### src/hdl/dkc_pkg.sv
// Shared constants, width helpers and the stage select struct for the
// disk kernel coverage block. No dependencies.
package dkc_pkg;

    localparam int SUBSAMPLES     = 8;
    localparam int MAX_HALF_WIDTH = 16;

    localparam int RADIUS_W    = 8;
    localparam int RADIUS_FRAC = 4;
    localparam int OFFSET_W    = 6;
    localparam int COV_W       = 7;
    localparam int TOTAL_W     = 17;
    localparam int HALF_W      = 5;

    // radius code of one half pixel, and the rounding add for ceil(r - 1/2)
    localparam int SMALL_RADIUS = 2 ** (RADIUS_FRAC - 1);
    localparam int ROUND_ADD    = 2 ** (RADIUS_FRAC - 1) - 1;

    // distances carry a factor 8 against the radius: squares scale by 64
    localparam int SCALE_SHIFT = 6;

    localparam logic [TOTAL_W-1:0] TOTAL_MAX = '1;

    typedef struct packed {
        logic first;
        logic zero;
        logic full;
    } t_sel;

    function automatic int coord_max(input int s);
        return s * (2 * (2 ** (OFFSET_W - 1)) + 1);
    endfunction

    function automatic int coord_w(input int s);
        return $clog2(coord_max(s) + 1) + 1;
    endfunction

    function automatic int sq_w(input int s);
        return $clog2(coord_max(s) * coord_max(s) + 1);
    endfunction

    function automatic int rr_w(input int s);
        return $clog2(((2 ** RADIUS_W) - 1) * s * ((2 ** RADIUS_W) - 1) * s + 1);
    endfunction

    function automatic int cmp_w(input int s);
        return (sq_w(s) + 1 + SCALE_SHIFT > rr_w(s)) ? sq_w(s) + 1 + SCALE_SHIFT : rr_w(s);
    endfunction

    function automatic int cnt_w(input int n);
        return $clog2(n + 1);
    endfunction

endpackage

### src/hdl/dkc_sq_stage.sv
// First compute stage: subsample coordinates, their squares and the
// window / small-radius select flags. Depends on dkc_pkg.
module dkc_sq_stage #(
    parameter int SUB = dkc_pkg::SUBSAMPLES,
    parameter int MHW = dkc_pkg::MAX_HALF_WIDTH,
    localparam int CW  = dkc_pkg::coord_w(SUB),
    localparam int SQW = dkc_pkg::sq_w(SUB),
    localparam int HWW = dkc_pkg::cnt_w(MHW)
) (
    input  logic                                i_clk,
    input  logic                                i_ld,
    input  logic signed [dkc_pkg::OFFSET_W-1:0] i_x,
    input  logic signed [dkc_pkg::OFFSET_W-1:0] i_y,
    input  logic                                i_first,
    input  logic [dkc_pkg::RADIUS_W-1:0]        i_radius,
    input  logic [HWW-1:0]                      i_hw,
    output logic [SUB-1:0][SQW-1:0]             o_sqx,
    output logic [SUB-1:0][SQW-1:0]             o_sqy,
    output dkc_pkg::t_sel                       o_sel
);

    localparam int AW = (HWW > dkc_pkg::OFFSET_W) ? HWW : dkc_pkg::OFFSET_W;
    localparam logic signed [CW-1:0] KX = CW'(2 * SUB);

    logic signed [CW-1:0]               xs;
    logic signed [CW-1:0]               ys;
    logic [SUB-1:0][SQW-1:0]            n_sqx;
    logic [SUB-1:0][SQW-1:0]            n_sqy;
    logic [SUB-1:0][SQW-1:0]            r_sqx;
    logic [SUB-1:0][SQW-1:0]            r_sqy;
    logic [dkc_pkg::OFFSET_W-1:0]       ax;
    logic [dkc_pkg::OFFSET_W-1:0]       ay;
    logic                               half_or_less;
    logic                               center;
    logic                               outside;
    dkc_pkg::t_sel                      n_sel;
    dkc_pkg::t_sel                      r_sel;

    assign xs = CW'(i_x);
    assign ys = CW'(i_y);

    for (genvar m = 0; m < SUB; m++) begin : g_tap
        logic signed [CW-1:0]   cx;
        logic signed [CW-1:0]   cy;
        logic signed [2*CW-1:0] px;
        logic signed [2*CW-1:0] py;
        assign cx = xs * KX + CW'(2 * m + 1 - SUB);
        assign cy = ys * KX + CW'(2 * m + 1 - SUB);
        assign px = cx * cx;
        assign py = cy * cy;
        assign n_sqx[m] = SQW'(px);
        assign n_sqy[m] = SQW'(py);
    end

    // magnitude of the most negative offset wraps to its unsigned value
    assign ax = i_x[dkc_pkg::OFFSET_W-1] ? dkc_pkg::OFFSET_W'(-i_x) : dkc_pkg::OFFSET_W'(i_x);
    assign ay = i_y[dkc_pkg::OFFSET_W-1] ? dkc_pkg::OFFSET_W'(-i_y) : dkc_pkg::OFFSET_W'(i_y);

    assign half_or_less = i_radius <= dkc_pkg::RADIUS_W'(dkc_pkg::SMALL_RADIUS);
    assign center  = (i_x == '0) && (i_y == '0);
    assign outside = (AW'(ax) > AW'(i_hw)) || (AW'(ay) > AW'(i_hw));

    always_comb begin
        n_sel.first = i_first;
        n_sel.full  = half_or_less && center;
        n_sel.zero  = half_or_less ? !center : outside;
    end

    always_ff @(posedge i_clk) begin
        if (i_ld) begin
            r_sqx <= n_sqx;
            r_sqy <= n_sqy;
            r_sel <= n_sel;
        end
    end

    assign o_sqx = r_sqx;
    assign o_sqy = r_sqy;
    assign o_sel = r_sel;

endmodule

### config.mk
export PLATFORM = sky130hd
export DESIGN_NAME = dkc_sq_stage
export DESIGN_NICKNAME = d
export VERILOG_FILES = /design/src/hdl/dkc_pkg.sv /design/src/hdl/dkc_sq_stage.sv
export SDC_FILE = /design/constraint.sdc
export NUM_CORES = 2
export LEC_CHECK = 0
export BUFFER_PORTS_ARGS = -buffer_cell sky130_fd_sc_hd__buf_2
export CORE_UTILIZATION = 58
export CTS_CLUSTER_SIZE = 8
export DETAILED_ROUTE_END_ITERATION = 10
export MAX_ROUTING_LAYER = met4
export PLACE_DENSITY_LB_ADDON = 0.08
export RECOVER_POWER = 100
export REMOVE_ABC_BUFFERS = 1
export SLEW_MARGIN = 20
export SYNTH_ARGS = -nofsm -noshare
export SYNTH_HDL_FRONTEND = slang
export SYNTH_SLANG_ARGS = --single-unit
### constraint.sdc
create_clock -name i_clk -period 10 [get_ports i_clk]
set_clock_uncertainty 0.15 [all_clocks]
set_input_delay 1 -clock i_clk [delete_from_list [all_inputs] [get_ports i_clk]]
set_output_delay 1 -clock i_clk [all_outputs]
set_load 0.01 [all_outputs]
==> results.md <==
- Synth cell types: 74
- Minimum clock period: 8.59 ns
- EDFF count, synth: between 200 and 250
- Unrepaired setup endpoints after global routing: no
- Main synth FF type: edfxtp_1
- Setup TNS: 0 ns
- Final WL: 72700 um
- Max-slew violations: approximately 300
- Largest net degree at the start of global routing: 84
- Post-CTS Setup Inserts: 0
- Mapped Cells: between 3k and 4k
- Period utilization: approximately 86%
- Share of layout cells above drive strength 1: 2.73%
- Outcome: finished with violations
- Overall via count from detail_route: ~21k
- Fillers: 4835
- Syn. warnings: 0
- Max_cap viols: 6
- # clock sinks: 219
- Die height: 241 um
- Async SR Flop Fraction: 0%
- Final Core Density: 62.7%
- Mean Syn Cell Area: 10.7 um2
- Initial antenna violation count: 1
- Worst hold-check path type: input port to flip-flop
- Area delta synth->final: 6.94%
- Flops & latches, synth: 219
- Hold path depth: 1
- Placed Cells: 4087
- First-pass iteration count of the detailed router: 7
- Initial Utilization: 58.6%
- Fin cells: 4123
- Relative slew slack: -203%
- Crit-path max FO: 22
- Routed vias/inst: slightly above 5
- CTS buffer count: 31
- PortBufs: 254
- Area of the multi-input gates: approximately 23000 um2
- CP Capture Type: flip-flop
- Post-cts sizing count: 0
- Area leader, netlist: fa_1
- Number of global-route vias before repair: 22.7k
- CP Class: input port to flip-flop
- Arr. time, crit path: between 8 and 9 ns
- 1st-iter DRT viols: 869
- Setup violators final: 0
- Synth top area cells: fa_1 30%, edfxtp_1 20%, ha_1 20%
- Core area: 56400 um2
- Wire per inst: between 15 and 20 um
- Sequential-to-total area share from yosys stat: approximately 20%
- Die area: 58000 um2
- Clk buf depth: 3
- Final Hold Fails: 0
- Cell Rows: 87
- CP Data Required Time: between 10 and 15 ns
- Least-Margin Pin Slew: between 4 and 5 ns
- Num ports: 335
- Worst setup SP type: input port
- Failing checks: capacitance limit, slew limit
- Fmax: 0.116 GHz
- Gpl congestion: 0.926
- Post-DP HPWL: between 60000 and 70000 um
- First-pass GRT wire length: 117000 um
- H-tree levels: 1
- Mapped cell area: 33100 um2
- Fin nets: 4405
- CTS tree: built
- Post-DRT Antenna Nets: 0
- Synth top area share: 29.5%
- Clock root cell: clkbuf_16
- Storage cell area: 6580 um2
- GRT Total Usage: 26.8%
- Drt drc: 0
- Chip width: roughly 240 um
- GRT Residual Overflow: 0
- Worst-path clk slew: 0.05 ns
- # hold bufs at CTS: 0
[logic make-up after synthesis]
family,Yosys count,synth area share (%)
AO/OA/AOI/OAI,346,6.63
XOR/XNOR,275,7.58
adder cells (fa/ha/maj),1013,49.4
buffers and inverters,899,11.3
flip-flops,219,19.9
multiplexers,9,0.272
other,2,0.0227
AND/OR/NAND/NOR,337,4.90
[Yosys cell counts, drive strengths merged (2+ instances only)]
cell / n
a31oi: 14
inv: 780
or3: 6
mux2i: 9
o22ai: 2
o2bb2ai: 2
o211ai: 3
ha: 525
and3: 4
nand2: 89
a22oi: 3
fa: 488
xnor2: 217
buf: 99
a211o: 2
edfxtp: 219
a21oi: 96
a21o: 47
nor3: 19
a21boi: 4
o21a: 31
or4: 2
a2111oi: 6
or2: 13
clkbuf: 20
o21bai: 17
nor2: 112
nand3: 20
nor2b: 23
o41ai: 7
nand2b: 29
xor2: 58
nor4: 4
a311o: 3
o31ai: 3
o21ai: 87
a211oi: 6
conb: 2
o2111ai: 2
and2: 9
nand4: 2
[cells in the final DEF, fill, tap and decap left out, types with 19 or more instances in the layout]
master,count
conb_1,83
nor3_1,19
a21oi_1,94
nand2_1,88
o21ai_0,85
a21o_1,46
edfxtp_1,219
nand3_1,20
o21a_1,31
fa_1,488
xor2_1,58
ha_1,525
nor2_1,110
inv_1,776
nor2b_1,23
clkbuf_1,242
buf_2,20
xnor2_1,209
nand2b_1,28
clkbuf_16,31
[metal layers]
metal	track usage [%]	vias to the layer above	share of wire, %
met5	-	-	0
met1	34.8	10600	44
met3	3.09	120	4.3
li1	-	10100	-
met2	44.0	433	48
met4	8.57	0	3.3
[worst paths after layout]
| kind | start | endpoint |
|---|---|---|
| max | i_x[1] | o_sqx[37] |
| min | i_first | o_sel[2] |
[cell type report]
type                    count  share of cell area, %
flip-flops and latches    219                   18.6
repair buffers            269                   3.01
diodes                      1                0.00708
well taps                 756                   2.68
clock inverters             3                 0.0460
multi-input cells        2063                   65.2
inverters                 780                   8.29
clock buffers              32                   2.20
[worst max-delay path, stage by stage]
cell,delay [ns]
clkbuf_1,0.93
inv_1,0.44
ha_1,0.57
nand2_1,0.29
a21o_1,0.28
xnor2_4,0.19
inv_1,0.31
nor2_1,0.40
inv_1,0.16
fa_1,0.47
fa_1,0.54
inv_1,0.07
fa_1,0.52
fa_1,0.56
inv_1,0.05
fa_1,0.50
inv_1,0.05
ha_1,0.32
o21a_1,0.12
nor2_1,0.08
a21oi_1,0.09
and2_1,0.24
a311o_1,0.37
xor2_1,0.15
[state kept, by name, indices dropped and copies added, names as in the netlist]
name / flops
o_sqx: 108
o_sel: 3
o_sqy: 108
[through the flow]
step	hold WS [ns]	setup WS, ns	cell area [um2]
4_1_cts	0.408	2.20	35700
2_1_floorplan	0.949	2.16	32600
6_report	0.441	1.41	35400
5_1_grt	0.424	0.947	35400
3_5_place_dp	1.03	1.60	34900
3_3_place_gp	1.03	1.74	34900
Power is left out: the tool's default activity adds up to more than one toggle a clock period on the data nets, which glitch-free logic cannot reach.
